## config.mk

```make
export PLATFORM = sky130hd
export DESIGN_NAME = cbc_mul
export DESIGN_NICKNAME = d
export VERILOG_FILES = /design/src/cbc_pkg.sv /design/src/cbc_mul.sv
export SDC_FILE = /design/constraint.sdc
export NUM_CORES = 2
export LEC_CHECK = 0
export BUFFER_PORTS_ARGS = -buffer_cell sky130_fd_sc_hd__buf_2
export CAP_MARGIN = 20
export CORE_MARGIN = 4
export CORE_UTILIZATION = 47
export DETAILED_ROUTE_END_ITERATION = 10
export MAX_ROUTING_LAYER = met4
export SYNTH_ARGS = -nofsm -noshare
export SYNTH_HDL_FRONTEND = slang
export SYNTH_SLANG_ARGS = --single-unit
```

## constraint.sdc

```tcl
create_clock -name clk -period 16.8 [get_ports clk]
set_input_delay 3.36 -clock clk [delete_from_list [all_inputs] [get_ports clk]]
set_output_delay 3.36 -clock clk [all_outputs]
set_load 0.05 [all_outputs]
```

## src/cbc_pkg.sv

```systemverilog
// shared types and helpers for the circle versus box collision block
// no dependencies
`timescale 1ns / 1ps

package cbc_pkg;

  localparam int WORD_W = 32;
  localparam int WIDE_W = 64;
  localparam int NORM_W = 18;

  typedef enum logic [3:0] {
    S_IDLE,
    S_MUL_W,
    S_MUL_H,
    S_DIFF,
    S_EDGE,
    S_SQ_X,
    S_SQ_Y,
    S_SQ_R,
    S_DECIDE,
    S_ROOT,
    S_DIV_X,
    S_DIV_Y,
    S_DONE
  } state_t;

  // saturate a wide signed value to 32 signed bits
  function automatic logic signed [WORD_W-1:0] sat32(input logic signed [WIDE_W-1:0] v);
    logic signed [WIDE_W-1:0] hi;
    logic signed [WIDE_W-1:0] lo;
    hi = 64'sd2147483647;
    lo = -64'sd2147483648;
    if (v > hi) sat32 = 32'sh7fffffff;
    else if (v < lo) sat32 = 32'sh80000000;
    else sat32 = v[WORD_W-1:0];
  endfunction

  // magnitude of a 32 bit signed value as 32 unsigned bits
  function automatic logic [WORD_W-1:0] mag32(input logic signed [WORD_W-1:0] v);
    mag32 = v[WORD_W-1] ? WORD_W'(-v) : WORD_W'(v);
  endfunction

endpackage

```

## src/cbc_mul.sv

```systemverilog
// shared 32 by 32 unsigned multiplier with registered product
// depends on cbc_pkg
`timescale 1ns / 1ps

module cbc_mul
  import cbc_pkg::*;
(
  input  logic              clk,
  input  logic [WORD_W-1:0] a,
  input  logic [WORD_W-1:0] b,
  output logic [WIDE_W-1:0] p
);

  always_ff @(posedge clk) begin
    p <= WIDE_W'(a) * WIDE_W'(b);
  end

endmodule

```

==> reports/results.txt <==
In this run the tool buffered the top-level ports with 128 buffer cells. A synthesized cell averages 9.25 um^2. The tools report the detailed-route DRC error count as 0.

Data on the critical path arrives at its endpoint at 11.28 ns. The first TritonRoute pass finished after 5 iterations. Compared with the post-synthesis result, the final layout area differs by 3.98%. Vertical extent of the die: 280 um. The die span in x was 280 um; the transition time of the tightest slew-check pin was 0.970 ns.

Counting along the longest clock path gives a buffer depth of 2. The via density per instance is 5.28. Count of antenna-violating nets left after detailed routing: 0.

Summed over all layers, the routed wires come to 95,000 um. The tools report the number of buffers added by the clock tree synthesis step as 9. The total overflow left after global routing is 0. The share of the Yosys chip area taken by registers is 3.69%. TritonCTS built the clock tree. Worst min-delay path category: in2reg. Based on the critical path, the design can be clocked at up to 90.8 MHz.

Setup repair after global routing left no endpoint under its margin. The worst pin sits at a relative slew slack of 35.3%. The tools report the synthesized net count as 4,972.

Tracing the worst setup path back leads to its startpoint at b[24]. The initial utilization of the core area, before any placement, comes to 47.4%. Entering global routing, the biggest net connects 33 pins. The clock net in this run drives a total of 64 sinks. After filler insertion, the fill cell instance count of the layout stands at 7,121. During I/O placement, the number of pins put on the boundary was 129. The run finished with clean final reports. Yosys mapped the design onto 57 distinct sky130hd cell types. By area the synthesized netlist is led by sky130_fd_sc_hd__fa_1 (52%), sky130_fd_sc_hd__and2_1 (11%), sky130_fd_sc_hd__ha_1 (9.5%), sky130_fd_sc_hd__inv_1 (9.4%), sky130_fd_sc_hd__nand2_1 (5.2%). For the area of the mapped netlist, the log shows 0.0347 mm^2. The biggest area consumer among synthesized cells was sky130_fd_sc_hd__fa_1. The tree is rooted in a sky130_fd_sc_hd__clkbuf_16.

In the final routed layout, each cell accounts on average for 20.5 um. In this design, the stage delay of the slowest critical-path cell is 0.71 ns. The post-detailed-placement half-perimeter wirelength was 74,300 um; the global router's overall resource usage was 26.3%. The number of nets in the finished design was 4,899; the clock-pin transition on the worst setup and hold timing paths was 0.05 ns. The slowest stage of the critical path belongs to the cell sky130_fd_sc_hd__buf_2.

At the end of routability-driven placement, the weighted congestion stood at 0.920. The post-cts sizing count is 0. The via total after detailed routing is 24,500, and the deepest level of the CTS H-tree is 3. The tools report the worst hold path endpoint as p[0].

After synthesis, the share of flip-flops with an asynchronous set or reset is 0%. The worst setup path is captured at a flop. The worst hold path passes through 3 cells.

Class of the most critical setup path: in2reg. In this run, synthesis inferred 0 flip-flops with an integrated enable. In this run the most critical hold path is launched from b[0]. The number of standard-cell rows in the floorplan was 99. The most used flip-flop cell after synthesis is sky130_fd_sc_hd__dfxtp_1.

The core region is 0.0731 mm^2. Of all nets on the critical path, the largest fanout is 33. The tools report the number of max-slew violations in the final report as 0. In this run the post-CTS setup repair buffer count came out at 0. Fraction of final layout cells with drive strength greater than 1: 4.57%. The area of the die is 0.0782 mm^2. The number of antenna violations at the first check in global routing is 2, and the via count of the first global-routing pass is 27,600.

The final cycle utilization of the critical path works out to 65.6%. After routing, the total negative slack on setup checks comes to 0 ns. The number of warnings issued by yosys is 0.

STA puts the critical path data required time at 17.06 ns. The logs give 3,748 for the number of cells produced by synthesis and 155,000 um for the first-pass GRT wire length. Among the stages of the critical path, the cell type that occurs most often is sky130_fd_sc_hd__fa_1. STA classifies the critical path startpoint as an input port. The register with the most flip-flops in the layout has 64 of them.

The first routing iteration left 1,245 violations. The signal on the critical path passes through buf_2 -> nand2_1 -> fa_1 -> inv_1 -> fa_1 -> fa_1 -> fa_1 -> fa_1 -> fa_1 -> fa_1 -> inv_1 -> fa_1 -> inv_1 -> ha_1 -> nand4_1 -> or4_1 -> or3_1 -> a31oi_1 -> a31o_2 -> a211oi_1 -> o21ai_1 -> xor2_1. The share of synthesized area in the top cell type comes to 51.7%. The max-capacitance violation count came out at 0. The largest registers in the layout are p x64.

Number of hold buffers added after cts: 0. Count of endpoints failing hold in the final timing report: 0. The clock period could shrink to 11.02 ns. Setup violations remaining at the end of the flow were counted as 0. Most flop-heavy register: p.

Synthesis inferred 64 register bits.
synth_stat cells, types with 2 or more instances:
cell type,count
sky130_fd_sc_hd__o221a_2,2
sky130_fd_sc_hd__nor2_1,20
sky130_fd_sc_hd__and2_1,602
sky130_fd_sc_hd__nor3_1,7
sky130_fd_sc_hd__clkbuf_1,213
sky130_fd_sc_hd__nand4_1,23
sky130_fd_sc_hd__a31oi_1,12
sky130_fd_sc_hd__a21boi_1,3
sky130_fd_sc_hd__a21o_1,40
sky130_fd_sc_hd__nor2b_1,2
sky130_fd_sc_hd__o21a_1,9
sky130_fd_sc_hd__o31ai_4,3
sky130_fd_sc_hd__ha_1,263
sky130_fd_sc_hd__a311oi_1,2
sky130_fd_sc_hd__and4_1,3
sky130_fd_sc_hd__o211ai_1,2
sky130_fd_sc_hd__nand3_1,10
sky130_fd_sc_hd__o21ai_0,21
sky130_fd_sc_hd__fa_1,896
sky130_fd_sc_hd__and3b_1,2
sky130_fd_sc_hd__or2_2,3
sky130_fd_sc_hd__or3_1,3
sky130_fd_sc_hd__nand2_1,480
sky130_fd_sc_hd__nand2b_1,2
sky130_fd_sc_hd__xor2_1,25
sky130_fd_sc_hd__buf_2,6
sky130_fd_sc_hd__a221oi_4,3
sky130_fd_sc_hd__inv_1,865
sky130_fd_sc_hd__xnor2_1,35
sky130_fd_sc_hd__a21oi_1,63
sky130_fd_sc_hd__or4_1,3
sky130_fd_sc_hd__a21oi_2,3
sky130_fd_sc_hd__o221ai_1,3
sky130_fd_sc_hd__o21ai_1,5
sky130_fd_sc_hd__o21bai_1,10
sky130_fd_sc_hd__a211oi_1,3
sky130_fd_sc_hd__a221o_1,4
sky130_fd_sc_hd__o31ai_1,2
sky130_fd_sc_hd__dfxtp_1,64
sky130_fd_sc_hd__and3_1,14
routing by layer:
layer	track usage [%]	part of all wire [%]	up-vias
met1	32.1	39	13000
met5	-	0	-
met4	9.03	4.5	0
met2	46.1	52	635
met3	2.68	4.1	180
li1	-	-	10700
metrics by stage:
stage	hold slack, ns	util, %	area (um^2)	instances	setup slack, ns
after global placement	3.83	48.9	35700	4623	5.63
after global routing	3.66	49.3	36100	4640	5.43
final	3.66	49.3	36100	4641	5.78
after floorplan	3.49	-	34700	3748	6.69
after detailed placement	3.83	48.9	35700	4623	5.54
after CTS	3.64	49.3	36100	4639	5.89
cell type report:
class	count	area [um^2]	area share, %
diodes	2	5.00	0.0139
clock buffers	12	256	0.711
clock inverters	4	52.6	0.146
inverters	865	3250	9.00
multi-input cells	2599	29300	81.3
flip-flops and latches	64	1280	3.55
well taps	959	1200	3.33
repair buffers	136	701	1.94
cell families after synthesis:
kind of cell    after synthesis  synth area share [%]
compound gates              202                  4.15
xor+xnor                     60                  1.52
fa+ha+maj                  1159                  61.2
buf+inv                    1085                  11.8
flops                        64                  3.69
mux                           1                0.0289
simple gates               1177                  17.6
layout by cell type, fill, tap and decap left out, drive strengths merged, types with 2 or more instances in the layout:
| master | count |
|---|---|
| o211ai | 2 |
| fa | 896 |
| a211oi | 3 |
| o221a | 2 |
| nor3 | 7 |
| o21ai | 26 |
| nor2 | 20 |
| and2 | 602 |
| buf | 136 |
| a21boi | 3 |
| diode | 2 |
| a31oi | 12 |
| or4 | 3 |
| ha | 263 |
| inv | 865 |
| o221ai | 3 |
| a221oi | 4 |
| o31ai | 5 |
| nand3 | 10 |
| a21oi | 66 |
| and4 | 3 |
| a221o | 4 |
| and3 | 14 |
| nor2b | 2 |
| nand4 | 23 |
| a21o | 40 |
| xnor2 | 35 |
| or2 | 3 |
| o21a | 9 |
| and3b | 2 |
| or3 | 3 |
| clkbuf | 12 |
| o21bai | 11 |
| dfxtp | 64 |
| a311oi | 2 |
| clkinvlp | 3 |
| nand2 | 480 |
| nand2b | 2 |
| xor2 | 25 |
critical path: cells and delay by family:
| kind | cells | cell delay (ns) |
|---|---|---|
| AO/OA/AOI/OAI | 4 | 1.14 |
| AND/OR/NAND/NOR | 4 | 1.23 |
| adder cells (fa/ha/maj) | 9 | 4.52 |
| buffers and inverters | 4 | 0.85 |
| XOR/XNOR | 1 | 0.15 |
worst max path at each step:
stage	to	cells after the start	slack (ns)
detailed placement	p[62]	24	5.54
CTS	p[62]	24	5.89
finish	p[62]	22	5.78
global route	p[62]	24	5.43
global placement	p[62]	22	5.63
floorplan	p[62]	25	6.69
Power is left out: the tool's default activity adds up to more than one toggle a clock period on the data nets, which glitch-free logic cannot reach.
