<file path="config.mk">
export PLATFORM = sky130hd
export DESIGN_NAME = cbc_sqrt
export DESIGN_NICKNAME = d
export VERILOG_FILES = /design/src/cbc_pkg.sv /design/src/cbc_sqrt.sv
export SDC_FILE = /design/constraint.sdc
export NUM_CORES = 1
export LEC_CHECK = 0
export BUFFER_PORTS_ARGS = -buffer_cell sky130_fd_sc_hd__buf_2
export CAP_MARGIN = 20
export CORE_UTILIZATION = 45
export CTS_BUF_LIST = sky130_fd_sc_hd__clkbuf_8
export DETAILED_ROUTE_END_ITERATION = 8
export GPL_TIMING_DRIVEN = 0
export PLACE_DENSITY = 0.61
export RECOVER_POWER = 100
export SETUP_SLACK_MARGIN = 0.05
export SYNTH_ARGS = -nofsm -noshare
export SYNTH_HDL_FRONTEND = slang
export SYNTH_SLANG_ARGS = --single-unit
</file>
<file path="constraint.sdc">
create_clock -name clk -period 20.3 [get_ports clk]
set_input_delay 2.03 -clock clk [delete_from_list [all_inputs] [get_ports clk]]
set_output_delay 2.03 -clock clk [all_outputs]
set_load 0.01 [all_outputs]
</file>
<file path="src/cbc_pkg.sv">
// shared types and helpers for the circle versus box collision block
// no dependencies
`timescale 1ns / 1ps

package cbc_pkg;

  localparam int WORD_W = 32;
  localparam int WIDE_W = 64;
  localparam int NORM_W = 18;

  typedef enum logic [3:0] {
    S_IDLE,
    S_MUL_W,
    S_MUL_H,
    S_DIFF,
    S_EDGE,
    S_SQ_X,
    S_SQ_Y,
    S_SQ_R,
    S_DECIDE,
    S_ROOT,
    S_DIV_X,
    S_DIV_Y,
    S_DONE
  } state_t;

  // saturate a wide signed value to 32 signed bits
  function automatic logic signed [WORD_W-1:0] sat32(input logic signed [WIDE_W-1:0] v);
    logic signed [WIDE_W-1:0] hi;
    logic signed [WIDE_W-1:0] lo;
    hi = 64'sd2147483647;
    lo = -64'sd2147483648;
    if (v > hi) sat32 = 32'sh7fffffff;
    else if (v < lo) sat32 = 32'sh80000000;
    else sat32 = v[WORD_W-1:0];
  endfunction

  // magnitude of a 32 bit signed value as 32 unsigned bits
  function automatic logic [WORD_W-1:0] mag32(input logic signed [WORD_W-1:0] v);
    mag32 = v[WORD_W-1] ? WORD_W'(-v) : WORD_W'(v);
  endfunction

endpackage

</file>
<file path="src/cbc_sqrt.sv">
// bit-pair integer square root of a 64 bit value, one step a cycle
// depends on cbc_pkg
`timescale 1ns / 1ps

module cbc_sqrt
  import cbc_pkg::*;
(
  input  logic              clk,
  input  logic              rst,
  input  logic              start,
  input  logic [WIDE_W-1:0] radicand,
  output logic              done,
  output logic [WORD_W-1:0] root
);

  logic [WIDE_W-1:0] rem;
  logic [WIDE_W-1:0] acc;
  logic [WIDE_W-1:0] bitv;
  logic [4:0]        count;
  logic              busy;
  logic [WIDE_W-1:0] trial;

  assign trial = acc + bitv;
  assign root  = acc[WORD_W-1:0];

  always_ff @(posedge clk) begin
    if (rst) begin
      busy  <= 1'b0;
      done  <= 1'b0;
      count <= '0;
    end else begin
      done <= 1'b0;
      if (start) begin
        busy  <= 1'b1;
        count <= '0;
        rem   <= radicand;
        acc   <= '0;
        bitv  <= WIDE_W'(1) << (WIDE_W - 2);
      end else if (busy) begin
        if (rem >= trial) begin
          rem <= rem - trial;
          acc <= (acc >> 1) + bitv;
        end else begin
          acc <= acc >> 1;
        end
        bitv  <= bitv >> 2;
        count <= count + 5'd1;
        if (count == 5'd31) begin
          busy <= 1'b0;
          done <= 1'b1;
        end
      end
    end
  end

endmodule

</file>
==> results_dict.tcl, run 1 <==
set metrics [dict create \
    timing.rr.end "rem[25]" \
    p_leak_nw 6.41 \
    syn_nets 1972 \
    path_clk_slew_ns 0.11 \
    tns_ns 0 \
    synthFlopType "edfxtp_1" \
    yosys.area.top_type "edfxtp_1" \
    maxSlewViolCount 107 \
    drive_gt1_share_pct 10.6 \
    max_freq_ghz 0.0920 \
    r2r_cells 24 \
    fin_util_pct 49.9 \
    synth_area_sq_um 15400 \
    core_sq_um 33600 \
    avgSynthCellArea_sq_um 8.70 \
    avgRoutedWirePerCell_microns 19.6 \
    clock_skew_ns 0.0201 \
    critical_path_required_ns 20.42 \
    antenna_left 0 \
    grt_first_pass_wirelength_microns 72100 \
    cts_buffers 17 \
    netlist_top_cells_count "217 x nand2_1, 160 x edfxtp_1, 150 x nor2_1" \
    cts_resized 0 \
    path_max_fanout 35 \
    grt_pass1_vias 13100 \
    drtIter0Drc 1068 \
    syn2layout_area_growth_pct 8.94 \
    hold_end "count[4]" \
    hold_viol 0 \
    fillCellCount 3291 \
    synth_area_leaders "edfxtp_1 31%, ha_1 11%, nand2_1 5.3%" \
    vias 13800 \
    status "finished with violations" \
    synth_seq_cells 167 \
    cts_root_buf "clkbuf_8" \
    firstDrtPassIters 7 \
    multi_input_area_sq_um 9770 \
    die_h_microns 187 \
    max_cap_violations 2 \
    slew_headroom_pct -165 \
    initial_core_util_pct 45.8 \
    worstHoldStart "count[4]" \
    clk-insertion-delay-late_ns 0.53 \
    yosysWarnings 0 \
    setup_viol_count_final 0 \
    cts_tree "built" \
    rrSetupSlack_ns 9.43 \
    dieArea_sq_um 35000 \
    fin_nets 2094 \
    period_needed_ns 10.87 \
    grt_overflow 0 \
    gp_congestion 0.935 \
    period_share_pct 53.6 \
    cts_setup_buffers 0 \
    syn-instance-count 1772 \
    cts_buffer_depth 2 \
    critPathKind "reg -> reg" \
    routed_wl_microns 46300 \
    port_buffers 99 \
    cp-start-kind "register" \
    failed_checks "max-capacitance violations, max-slew violations" \
    rsz0062_at_grt "false" \
    crit_arrival_ns 10.99 \
    ys_types 79 \
    dp_hpwl_microns 36000 \
    synth_edf_count 160 \
    min_path_type "reg -> reg" \
    placementRows 67 \
    design.portCount 100 \
    hold_path_depth 2 \
    ir_drop_uv 48.5 \
    clock-sinks 167 \
    crit-reg2reg-launch "acc[2]" \
    grt_max_degree 71 \
    crit_path_start "acc[2]" \
    synth_top_area_share_pct 31.2 \
    cts-hold-fix-buffers 0 \
    power_density_nw_per_um2 95.6 \
    seq_area_frac_synth_pct 32.1 \
    antenna_found_initial 1 \
    yosysMostFrequentCell "nand2_1" \
    regArea_sq_um 4940 \
    die_w_microns 187 \
    async_flop_share_pct 0 \
    viasPerCell 5.87 \
    drc 0 \
    worstMarginPinSlew_ns 3.97 \
    htree_levels 4 \
    grt_use_total_pct 26.4 \
    end_kind "register" \
]
==> critical path, cell delays in order (launching register included) <==
cell and delay, ns:
edfxtp_1 0.46, ha_1 0.37, a31oi_1 0.24, o21bai_1 0.21, a211oi_1 0.91, o21ai_0 0.53, a21oi_1 0.35, a31oi_1 0.24
a31oi_1 0.46, o21bai_1 0.16, xnor2_1 0.16, ha_1 0.28, clkbuf_1 0.27, nand4_1 0.16, nand2b_1 0.24, or4_1 0.51
a21oi_1 0.15, nor3_1 0.13, a21oi_1 0.37, o221a_1 0.55, clkbuf_1 0.56, clkbuf_1 0.57, nor2_1 0.10, nor2_1 1.07
clkbuf_1 1.38
==> cell usage in the layout (no fill, tap or decap), types with 6 or more instances in the layout <==
master	count
a211oi_1	18
a21boi_0	8
a21o_1	47
a21oi_1	117
a221o_1	6
a221oi_1	6
a31o_2	16
a31oi_1	52
and2_1	19
and2b_1	8
and3_1	17
and4_1	6
buf_2	103
clkbuf_1	63
clkbuf_4	32
clkbuf_8	17
dfxtp_1	7
edfxtp_1	160
ha_1	132
inv_1	22
mux2i_1	18
nand2_1	217
nand2b_1	13
nand3_1	31
nand4_1	44
nor2_1	150
nor2b_1	56
nor3_1	20
o211ai_1	13
o21a_1	13
o21ai_0	153
o21bai_1	29
o22ai_1	7
o31ai_1	11
or3_1	9
xnor2_1	87
xor2_1	87
==> metal layers <==
| layer | vias to the layer above | share of wire (%) | global-route usage (%) |
|---|---|---|---|
| li1 | 6806 | - | - |
| met5 | - | 0 | 0 |
| met3 | 50 | 6.0 | 4.93 |
| met1 | 6534 | 48 | 37.0 |
| met2 | 446 | 44 | 41.6 |
| met4 | 0 | 1.6 | 6.81 |
==> layout make-up <==
cell class              instances  area share [%]
repair buffers                103            3.03
inverters                      24           0.544
clock inverters                15            1.01
plain buffers                  98            3.01
clock buffers                  17            1.39
well taps                     448            3.34
flip-flops and latches        167            29.5
diodes                          2          0.0298
multi-input cells            1483            58.2
==> power breakdown <==
part	switching [mW]	internal (mW)	leakage, nW	total, mW
clock network	0.154	0.112	0.201	0.267
registers	0.0431	0.447	1.60	0.490
logic	0.525	0.323	4.61	0.848
total	0.722	0.882	6.41	1.60
==> stage by stage <==
stage               instance area (sq um)  hold slack [ns]  power (mW)  setup WS, ns  std cells
finish                              16800            0.518        1.60          9.43       2357
global route                        16800            0.562        1.71          8.82       2355
CTS                                 17000            0.520        1.62         12.36       2355
detailed placement                  16600            0.493        1.35         12.37       2323
global placement                    16500            0.481        1.34          8.70       2319
floorplan                           15400            0.467        1.12         12.15       1772
==> cells by family (layout without fill, tap and decap cells) <==
| group | after synthesis | after routing | share of synthesized area [%] |
|---|---|---|---|
| AO/OA/AOI/OAI | 540 | 540 | 22.7 |
| XOR/XNOR | 174 | 174 | 9.89 |
| adder cells (fa/ha/maj) | 133 | 133 | 10.8 |
| buffers and inverters | 122 | 257 | 4.06 |
| flip-flops | 167 | 167 | 32.1 |
| multiplexers | 21 | 21 | 1.39 |
| other | 0 | 2 | 0 |
| AND/OR/NAND/NOR | 615 | 615 | 19.0 |
==> how the worst max path moves through the flow <==
stage / to / slack (ns) / depth (start not counted)
6_report: rem[25] / 9.43 / 24
5_1_grt: rem[25] / 8.82 / 24
4_1_cts: rem[25] / 12.36 / 23
3_5_place_dp: rem[18] / 12.37 / 23
3_3_place_gp: rem[18] / 8.70 / 23
2_1_floorplan: rem[0] / 12.15 / 24
==> sequential cells by signal, summed over array words and instances, names as in the netlist <==
name / cells
count: 5
busy: 1
acc: 64
bitv: 32
rem: 64
done: 1
No activity file was read; power rests on OpenSTA's default activity.
==> run 2: changes to the inputs <==
Settings changed: PLACE_DENSITY 0.61 to 0.64.
Clock period 20.3 ns to 9.81 ns, I/O delays scaled along.
==> results_dict.tcl, run 2 (same netlist as run 1, synthesis figures left out) <==
set metrics [dict create \
    grt_use_total_pct 26.1 \
    end_kind "register" \
    routed_wl_microns 45700 \
    firstDrtPassIters 6 \
    path_max_fanout 35 \
    period_needed_ns 8.72 \
    period_share_pct 88.9 \
    dp_hpwl_microns 35700 \
    crit_arrival_ns 8.93 \
    drive_gt1_share_pct 10.9 \
    clk-insertion-delay-late_ns 0.52 \
    dieArea_sq_um 35000 \
    hold_viol 0 \
    port_buffers 99 \
    max_freq_ghz 0.115 \
    viasPerCell 5.90 \
    cts-hold-fix-buffers 0 \
    htree_levels 4 \
    slew_headroom_pct -122 \
    die_h_microns 187 \
    maxSlewViolCount 99 \
    rsz0062_at_grt "false" \
    dp_slack_ns 1.88 \
    worstMarginPinSlew_ns 3.33 \
    globalRouteMet3Util_pct 4.24 \
    initial_core_util_pct 45.8 \
    syn2layout_area_growth_pct 9.20 \
    layout_commonest_cell "nand2_1" \
    drc 0 \
    p_leak_nw 6.43 \
    core_sq_um 33600 \
    vias 13900 \
    final_cell_mix "217 x nand2_1, 160 x edfxtp_1, 153 x o21ai_0" \
    cts_buffers 17 \
    cts_buffer_depth 2 \
    design.portCount 100 \
    drtIter0Drc 1137 \
    grt_pass1_vias 13200 \
    grtUsageMet1_pct 36.2 \
    avgRoutedWirePerCell_microns 19.4 \
    grt_first_pass_wirelength_microns 71800 \
    layout_setup_ws_ns 1.09 \
    antenna_found_initial 0 \
    gp_congestion 0.949 \
    ir_drop_uv 106 \
    cp-start-kind "register" \
    status "finished with violations" \
    grt_overflow 0 \
    cts_setup_buffers 0 \
    cts_resized 0 \
    p_total_mw 3.30 \
    setup_viol_count_final 0 \
    power_density_nw_per_um2 196 \
    busiest_layer "met2" \
    top_regs "acc (64), rem (64), bitv (32)" \
    dpl.cell_count 2322 \
    clock-sinks 167 \
    critPathKind "reg -> reg" \
    max_cap_violations 2 \
    failed_checks "max-capacitance violations, max-slew violations" \
    instances_no_fill 2355 \
    grtUsageMet2_pct 41.8 \
    cts_tree "built" \
    cts_root_buf "clkbuf_8" \
    grt_max_degree 61 \
    clock_skew_ns 0.0212 \
    fin_nets 2093 \
    placementRows 67 \
    antenna_left 0 \
    path_clk_slew_ns 0.10 \
    die_w_microns 187 \
    min_path_type "reg -> reg" \
    critical_path_required_ns 10.02 \
]
[run 2: changes by cell type in the layout (fill, tap and decap cells not counted), sizes merged]
cell / delta
clkinvlp: +2
buf: +4
clkbuf: -5
clkinv: +1
inv: -3
diode: -1
[run 2: layer usage]
metal | wire [microns] | up-vias
li1 | - | 6805
met1 | 21200 | 6526
met2 | 20500 | 499
met3 | 3020 | 68
met4 | 982 | 0
met5 | 0 | -
[run 2: final timing paths]
check | slack, ns | cells past startpoint | start | to
worst max-delay path | 1.09 | 24 | acc[2] | rem[18]
worst max register to register | 1.09 | 24 | acc[2] | rem[18]
worst min register to register | 0.52 | 2 | count[4] | count[4]
worst min-delay path | 0.52 | 2 | count[4] | count[4]
[run 2: metrics by stage]
step                hold slack [ns]  setup TNS (ns)  utilization [%]  cell area (sq um)
floorplan                     0.467               0                -              15400
global placement              0.485         -110.13             49.0              16500
detailed placement            0.498               0             49.2              16600
CTS                           0.522               0             50.4              16900
global route                  0.557               0             50.1              16800
finish                        0.516               0             50.1              16800
[run 2: final cells by class]
class,instances,area (sq um)
well taps,448,561
clock buffers,17,234
diodes,1,2.50
fillers,3266,16800
clock inverters,15,154
repair buffers,102,544
flip-flops and latches,167,4940
plain buffers,98,514
inverters,24,91.3
multi-input cells,1483,9780
[run 2: report_power, final]
part / total [mW] / leakage, nW / switching [mW] / internal, mW
sequential: 1.01 / 1.60 / 0.0878 / 0.923
clock: 0.524 / 0.188 / 0.298 / 0.226
combinational: 1.76 / 4.64 / 1.09 / 0.678
[run 2: worst max-delay path, stage by stage, from the launching register on]
cell and delay [ns]:
edfxtp_1 0.47, ha_1 0.37, a31oi_1 0.24, o21bai_1 0.20
a211oi_1 0.80, o21ai_0 0.53, a21oi_1 0.37, a31oi_1 0.26
a31oi_1 0.51, o21bai_1 0.16, xnor2_1 0.16, ha_1 0.28
clkbuf_1 0.29, nand4_1 0.15, nand2b_1 0.25, or4_1 0.53
a21oi_1 0.17, nor3_1 0.13, a21oi_1 0.45, o221a_1 0.58
buf_6 0.24, buf_2 0.30, nor2_1 0.11, nor2_4 0.52
buf_12 0.29
