--- src/cbc_pkg.sv ---
// shared types and helpers for the circle versus box collision block
// no dependencies
`timescale 1ns / 1ps

package cbc_pkg;

  localparam int WORD_W = 32;
  localparam int WIDE_W = 64;
  localparam int NORM_W = 18;

  typedef enum logic [3:0] {
    S_IDLE,
    S_MUL_W,
    S_MUL_H,
    S_DIFF,
    S_EDGE,
    S_SQ_X,
    S_SQ_Y,
    S_SQ_R,
    S_DECIDE,
    S_ROOT,
    S_DIV_X,
    S_DIV_Y,
    S_DONE
  } state_t;

  // saturate a wide signed value to 32 signed bits
  function automatic logic signed [WORD_W-1:0] sat32(input logic signed [WIDE_W-1:0] v);
    logic signed [WIDE_W-1:0] hi;
    logic signed [WIDE_W-1:0] lo;
    hi = 64'sd2147483647;
    lo = -64'sd2147483648;
    if (v > hi) sat32 = 32'sh7fffffff;
    else if (v < lo) sat32 = 32'sh80000000;
    else sat32 = v[WORD_W-1:0];
  endfunction

  // magnitude of a 32 bit signed value as 32 unsigned bits
  function automatic logic [WORD_W-1:0] mag32(input logic signed [WORD_W-1:0] v);
    mag32 = v[WORD_W-1] ? WORD_W'(-v) : WORD_W'(v);
  endfunction

endpackage

--- src/cbc_div.sv ---
// restoring divider for unit normals: floor(num * 2^frac / den), num <= den
// depends on cbc_pkg
`timescale 1ns / 1ps

module cbc_div
  import cbc_pkg::*;
#(
  parameter int FRAC_BITS = 16
) (
  input  logic                 clk,
  input  logic                 rst,
  input  logic                 start,
  input  logic [WORD_W-1:0]    num,
  input  logic [WORD_W-1:0]    den,
  output logic                 done,
  output logic [FRAC_BITS:0]   quot
);

  localparam int CW = $clog2(FRAC_BITS + 2);

  logic [WORD_W:0]   rem;
  logic [WORD_W-1:0] dreg;
  logic [CW-1:0]     count;
  logic              busy;
  logic              take;
  logic [WORD_W:0]   rest;

  assign take = rem >= {1'b0, dreg};
  assign rest = take ? rem - {1'b0, dreg} : rem;

  always_ff @(posedge clk) begin
    if (rst) begin
      busy  <= 1'b0;
      done  <= 1'b0;
      count <= '0;
    end else begin
      done <= 1'b0;
      if (start) begin
        busy  <= 1'b1;
        count <= '0;
        rem   <= {1'b0, num};
        dreg  <= den;
        quot  <= '0;
      end else if (busy) begin
        quot  <= {quot[FRAC_BITS-1:0], take};
        rem   <= {rest[WORD_W-1:0], 1'b0};
        count <= count + CW'(1);
        if (count == CW'(FRAC_BITS)) begin
          busy <= 1'b0;
          done <= 1'b1;
        end
      end
    end
  end

endmodule

--- config.mk ---
export PLATFORM = sky130hd
export DESIGN_NAME = cbc_div
export DESIGN_NICKNAME = d
export VERILOG_FILES = /design/src/cbc_pkg.sv /design/src/cbc_div.sv
export SDC_FILE = /design/constraint.sdc
export NUM_CORES = 1
export LEC_CHECK = 0
export BUFFER_PORTS_ARGS = -buffer_cell sky130_fd_sc_hd__buf_2
export CAP_MARGIN = 20
export CORE_ASPECT_RATIO = 0.8
export CORE_UTILIZATION = 45
export CTS_BUF_LIST = sky130_fd_sc_hd__clkbuf_8
export CTS_CLUSTER_DIAMETER = 80
export DETAILED_ROUTE_END_ITERATION = 8
export GPL_ROUTABILITY_DRIVEN = 0
export PLACE_DENSITY = 0.65
export SYNTH_ARGS = -nofsm -noshare
export SYNTH_HDL_FRONTEND = slang
export SYNTH_SLANG_ARGS = --single-unit
--- constraint.sdc ---
create_clock -name clk -period 3.2 [get_ports clk]
set_input_delay 0.32 -clock clk [delete_from_list [all_inputs] [get_ports clk]]
set_output_delay 0.32 -clock clk [all_outputs]
set_load 0.05 [all_outputs]
==> metrics.cfg, run 1 <==
[pwr]
power_density_nw_per_um2=505
peakVddDrop_uv=255
power.leakage_uw=0.00275

[logic_synthesis]
synthTopCellsByArea=edfxtp_1, ha_1, nand2_1, inv_1, nor2_1
synth_edf_count=82
synth_top_area_frac=0.451
synth.net_count=657
yosysSeqAreaShare=0.477
synthTopCellsByCount=edfxtp_1, nand2_1, inv_1, nor2_1, ha_1
synth.distinct_cells=58
synth_top_family_by_area=simple AND/OR/NAND/NOR gates
yosys_register_bits=89
synth_most_common_cell=edfxtp_1
synth_compound_area_frac=0.162
yosys.area_share.adder=0.0816
yosys_warnings=0
syn_area_per_cell_sq_um=9.84
netlist_instances=555
yosysTopAreaCell=edfxtp_1
synthFlopType=edfxtp_1
synthSimpleGateAreaFrac=0.166
synth_area_sq_um=5460
synth_xor_area_frac=0.0417
postSynth.asyncResetShare=0
synth_mux_area_frac=0.0167

[grt]
grt_pass1_wl_um=21100
grt_overflow=0
grt_use_total=0.211
grt_pass1_vias=4290
antenna_found_initial=0
grt_max_degree=47

[min_path]
hp-class=input pin to register

[final_layout]
area_growth_syn_to_layout_pct=16.6
final_layout_size_suffix_gt1_frac=0.208
diodes=0
final_nets=742
utilization=0.546
fillers=1059

[worst_setup_path]
crit_top_cell=a221o_1
slowest_delay_ns=0.40
start_kind=register
cpLargestDelayFamily=compound AO/OA/AOI/OAI gates
slowest_stage=edfxtp_1
critPathBufInv=2
crit_arrival_ns=3.28
critPathMaxFanout=3
cp.required_ns=3.33
criticalPathCategory=register to register
worstSetupEndpointType=register
crit_chain=inv_2 -> ha_4 -> inv_1 -> fa_2 -> a21oi_2 -> o211ai_1 -> and2_4 -> a221o_1 -> a221oi_4 -> o221ai_2 -> xor2_1 -> a221o_1

[sta]
hold_violations=0
finalSetupViolCount=0
slew_headroom=0.422
fin_ws_ns=0.0439
fmax_ghz=0.317
finalCritPeriodShare=0.986
maxSlewViolCount=0
skew_ns=0.0116
tightest_slew_ns=0.865
period_minus_slack_ns=3.16

[die]
coreArea_sq_um=11600
io_pins=85
dieArea_sq_um=12600
num_rows=35
dieWidth_um=125
initial_utilization=0.469
fp.dieH_um=101

[drt]
postRouteAntennaNets=0
initialDrtViolationCount=411
drt-pass1-iter-count=7
viasPerCell=5.58
wirelength_um=12800
vias=4425
drc=0
wire_per_inst_um=16.1

[cts]
cts.clk_slew.worst_paths_ns=0.09
numCtsBuffers=9
cts_tree=built
htreeDepth=3
cts_root_buf=clkbuf_8
clk_latency_ns=0.37
cts_buffer_depth=2
cts.sinks=89

[placement]
pre_cts_ws_ns=-0.0295
hpwlAfterDp_um=9300
portBuffers=84

[run]
drv_cap=0

[outcome]
status=finished clean

[report_power, final]
group / internal [uW] / total, uW / switching, uW
Clock: 372 / 768 / 396
Sequential: 1380 / 1420 / 40.8
Combinational: 420 / 1020 / 604
[worst reg2reg max path, delay by kind of cell, from the launching register on]
kind / cells / cell delay, ns
adders and majority gates: 2 / 0.51
xor gates and xnor gates: 1 / 0.16
and+or+nand+nor: 1 / 0.18
buffers and inverters: 2 / 0.14
DFF: 1 / 0.40
AOI/OAI and AO/OA: 6 / 1.53
[metrics by stage]
step	instances	setup TNS, ns	total power, uW	instance area, sq um	hold slack, ns
floorplan	555	0	2160	5460	0.393
global placement	771	0	2410	6100	0.495
detailed placement	771	-0.0453	2430	6100	0.498
CTS	787	0	3210	6300	0.104
global route	793	-0.0226	3400	6360	0.0991
finish	793	0	3220	6360	0.116
[cell type report]
cell class,instances,area [sq um],area share
Multi-Input combinational cell,388,2600,0.408
Clock buffer,10,138,0.0216
Tap cell,148,185,0.0291
Sequential cell,89,2600,0.409
Inverter,48,180,0.0283
Timing Repair Buffer,104,608,0.0956
Clock inverter,6,51.3,0.00806
[per-layer routing]
metal  share of wire  GRT usage  vias up  wire length [um]
li1                -          -     2177                 -
met1            0.50      0.312     2100              6390
met2            0.43      0.316      134              5530
met3           0.054     0.0425       14               693
met4           0.010     0.0553        0               133
met5               0          0        -                 0
[what timing repair did]
item / 4_1_cts / 5_1_grt
pin swaps: 2 / 8
setup buffers: 0 / 6
hold buffers: 0 / 0
setup endpoints to repair: 3 / 5
cloned: 0 / 0
gates resized for setup: 2 / 6
[final timing paths]
check | startpoint | cells after the start | to | slack (ns)
max | rem[0]$_SDFFCE_PN0P_ | 12 | rem[25]$_DFFE_PP_ | 0.04
min | den[8] | 1 | dreg[8]$_DFFE_PP_ | 0.12
max reg2reg | rem[0]$_SDFFCE_PN0P_ | 12 | rem[25]$_DFFE_PP_ | 0.04
min reg2reg | count[4]$_SDFFE_PP0P_ | 2 | count[4]$_SDFFE_PP0P_ | 0.52
[flip-flops by register name, indices dropped and copies added (netlist names)]
signal,cells
rem,33
dreg,32
quot,17
count,5
busy,1
done,1
[cells in the final DEF, fill, tap and decap left out, types with 2 or more instances in the layout]
cell type	count
buf_2	84
edfxtp_1	82
nand2_1	59
inv_1	50
nor2_1	43
ha_1	33
a21oi_1	27
a31oi_1	25
nor2b_1	20
o21ai_0	18
buf_4	17
a21o_1	16
xnor2_1	16
nand4_1	12
nand3_1	12
xor2_1	10
clkbuf_8	10
nor3_1	8
mux2i_1	8
nor4_1	7
and3_1	7
dfxtp_1	7
a211oi_1	5
o31ai_1	4
a221o_1	4
or3_1	4
o21ai_1	3
a21oi_2	3
nand2b_1	3
o211ai_1	3
buf_12	3
o211a_1	2
a31o_2	2
and4_1	2
o21bai_1	2
a2bb2oi_1	2
clkinv_2	2
[cell families after synthesis]
group                      Yosys count
DFF                                 89
AOI/OAI and AO/OA                  130
and+or+nand+nor                    188
muxes                                9
adders and majority gates           35
xor gates and xnor gates            26
buffers and inverters               78
Power figures use the tool's default switching activity.
==> run 2, diff against run 1 <==
==> constraint.sdc (replaced) <==
create_clock -name clk -period 3.2 [get_ports clk]
set_input_delay 0 -clock clk [delete_from_list [all_inputs] [get_ports clk]]
set_output_delay 0 -clock clk [all_outputs]
set_load 0.05 [all_outputs]
==> metrics.cfg, run 2 (same netlist as run 1, synthesis figures left out) <==
[cts]
cts_buffer_depth=2  ; unchanged
cts_tree=built
cts.sinks=89  ; unchanged
cts.clk_slew.worst_paths_ns=0.10  ; about the same
numCtsBuffers=9  ; unchanged
cts_root_buf=clkbuf_8
clk_latency_ns=0.37  ; about the same
htreeDepth=3  ; unchanged

[sta]
skew_ns=0.0177  ; +0.00617 ns
hold_violations=0  ; unchanged
period_minus_slack_ns=3.09  ; -0.0640 ns
rsz0062_at_grt=true
tightest_slew_ns=0.650  ; -0.215 ns
maxSlewViolCount=0  ; unchanged
finalSetupViolCount=0  ; unchanged
fmax_ghz=0.323  ; +2.1%
hold_ws_ns=0.0183  ; -0.0977 ns
finalCritPeriodShare=0.966  ; -0.0200
slew_headroom=0.566  ; +0.143

[worst_setup_path]
worstReg2RegEnd=rem[25]$_DFFE_PP_
crit_arrival_ns=3.22  ; -0.06 ns
slowest_delay_ns=0.38  ; -0.02 ns
start_kind=register
criticalPathCategory=register to register
timing.rr.start=rem[0]$_SDFFCE_PN0P_
rrSetupSlack_ns=0.11  ; +0.06 ns
cpLargestDelayFamily=compound AO/OA/AOI/OAI gates
critPathMaxFanout=3  ; unchanged
r2r.worst_path.cells=12  ; unchanged
slowest_stage=edfxtp_1
critPathBufInv=2  ; unchanged
cp.required_ns=3.33  ; about the same
crit_chain=inv_1 -> ha_1 -> inv_1 -> fa_2 -> a21oi_2 -> o211ai_1 -> and2_4 -> a221o_1 -> a221oi_4 -> o221ai_2 -> xor2_1 -> a221o_1
worstSetupEndpointType=register

[final_layout]
fillers=1028  ; -2.9%
final_layout_size_suffix_gt1_frac=0.192  ; -0.0160
utilization=0.596  ; +0.0498
final_common_cell=buf_2
largest_register_ffs=33  ; unchanged
top_regs=rem x33, dreg x32, quot x17
layout.cells.non_filler=852  ; +7.4%
layout_common_cells=buf_2, edfxtp_1, nand2_1, dlygate4sd3_1, inv_1
regMostFlops=rem
final_nets=801  ; +8.0%
postLayoutCellArea_sq_um=6940  ; +9.1%
diodes=0  ; unchanged
area_growth_syn_to_layout_pct=27.2

[grt]
grt_use_total=0.220  ; +0.00873
grt_max_degree=46  ; -2.1%
antenna_found_initial=0  ; unchanged
grt_pass1_vias=4426  ; +3.2%
grt_overflow=0  ; unchanged
grt_pass1_wl_um=21800  ; +3.2%

[drt]
postRouteAntennaNets=0  ; unchanged
vias=4702  ; +6.3%
viasPerCell=5.52  ; -1.1%
wire_per_inst_um=16.0  ; -0.55%
wirelength_um=13600  ; +6.9%
initialDrtViolationCount=411  ; unchanged
drt-pass1-iter-count=7  ; unchanged
drc=0  ; unchanged

[die]
dieArea_sq_um=12600  ; unchanged
dieWidth_um=125  ; unchanged
coreArea_sq_um=11600  ; unchanged
initial_utilization=0.469  ; unchanged
fp.dieH_um=101  ; unchanged
num_rows=35  ; unchanged
io_pins=85  ; unchanged

[min_path]
hp-start=num[19]
hp-class=input pin to register
whs_path_depth=3  ; +2
hold_path_end=rem[19]$_DFFE_PP_

[pwr]
power.leakage_uw=0.00299  ; +8.6%
power_density_nw_per_um2=477  ; -5.7%
peakVddDrop_uv=216  ; -15%
p_total_uw=3310  ; +2.9%

[run]
drv_cap=0  ; unchanged

[placement]
hpwlAfterDp_um=9370  ; +0.81%
dpl-instance-area_sq_um=6130  ; +0.41%
dpl.cell_count=776  ; +0.65%
portBuffers=84  ; unchanged

[outcome]
status=finished clean

==> run 2: cell count changes in the layout (fill, tap and decap cells not counted), moves of 2 or more <==
| cell | previous run | this run |
|---|---|---|
| dlygate4sd3_1 | 0 | 58 |
| clkinvlp_4 | 0 | 3 |
| buf_4 | 17 | 19 |
| clkinv_2 | 2 | 0 |
==> run 2: metrics by stage <==
stage / setup TNS (ns) / setup WS, ns
after floorplan: 0 / 0.0267
after global placement: 0 / 0.0613
final: 0 / 0.108
after detailed placement: -0.00392 / -0.00392
after global routing: -0.00485 / -0.00485
after CTS: 0 / 0.0154
==> run 2: repair_timing <==
item,CTS,global route
setup endpoints to repair,1,7
hold buffers,58,0
buffers inserted,1,1
pin swaps,1,3
endpoints found under the hold margin,58,0
resized for setup,0,6
==> run 2: metal layers <==
layer	GRT usage	vias to the layer above	part of all wire
met4	0.0544	0	0.0082
met2	0.350	156	0.45
met5	0	-	0
li1	-	2302	-
met3	0.0372	10	0.048
met1	0.313	2234	0.49
==> run 2: tightest hold or removal path: cells and delay by family <==
| kind | cells | cell delay [ns] |
|---|---|---|
| AND/OR/NAND/NOR | 1 | 0.03 |
| AO/OA/AOI/OAI | 1 | 0.14 |
| buffers and inverters | 1 | 0.08 |
==> run 2: cell type report <==
type | instances | area (sq um) | area share
clock buffer | 10 | 138 | 0.0198
clock inverter | 6 | 60.1 | 0.00865
inverter | 48 | 180 | 0.0259
multi-input combinational | 388 | 2590 | 0.374
sequential | 89 | 2600 | 0.375
tap | 148 | 185 | 0.0267
timing repair buffer | 163 | 1180 | 0.170
==> run 2: where the power goes <==
group	leakage, uW	switching, uW	internal [uW]
sequential	0.000837	40.8	1380
combinational	0.00205	620	466
clock	0.0000971	422	377
total	0.00299	1080	2230
==> run 2: worst max path at each step <==
stage                              start               endpoint  slack (ns)  cells past startpoint
floorplan                busy$_SDFF_PP0_  quot[0]$_SDFFCE_PP0P_        0.03                      3
detailed placement  rem[0]$_SDFFCE_PN0P_      rem[25]$_DFFE_PP_      -0.004                     12
global route        rem[0]$_SDFFCE_PN0P_      rem[25]$_DFFE_PP_      -0.005                     12
finish              rem[0]$_SDFFCE_PN0P_      rem[25]$_DFFE_PP_        0.11                     12
CTS                 rem[0]$_SDFFCE_PN0P_      rem[25]$_DFFE_PP_        0.02                     12
global placement    rem[0]$_SDFFCE_PN0P_      rem[25]$_DFFE_PP_        0.06                     12
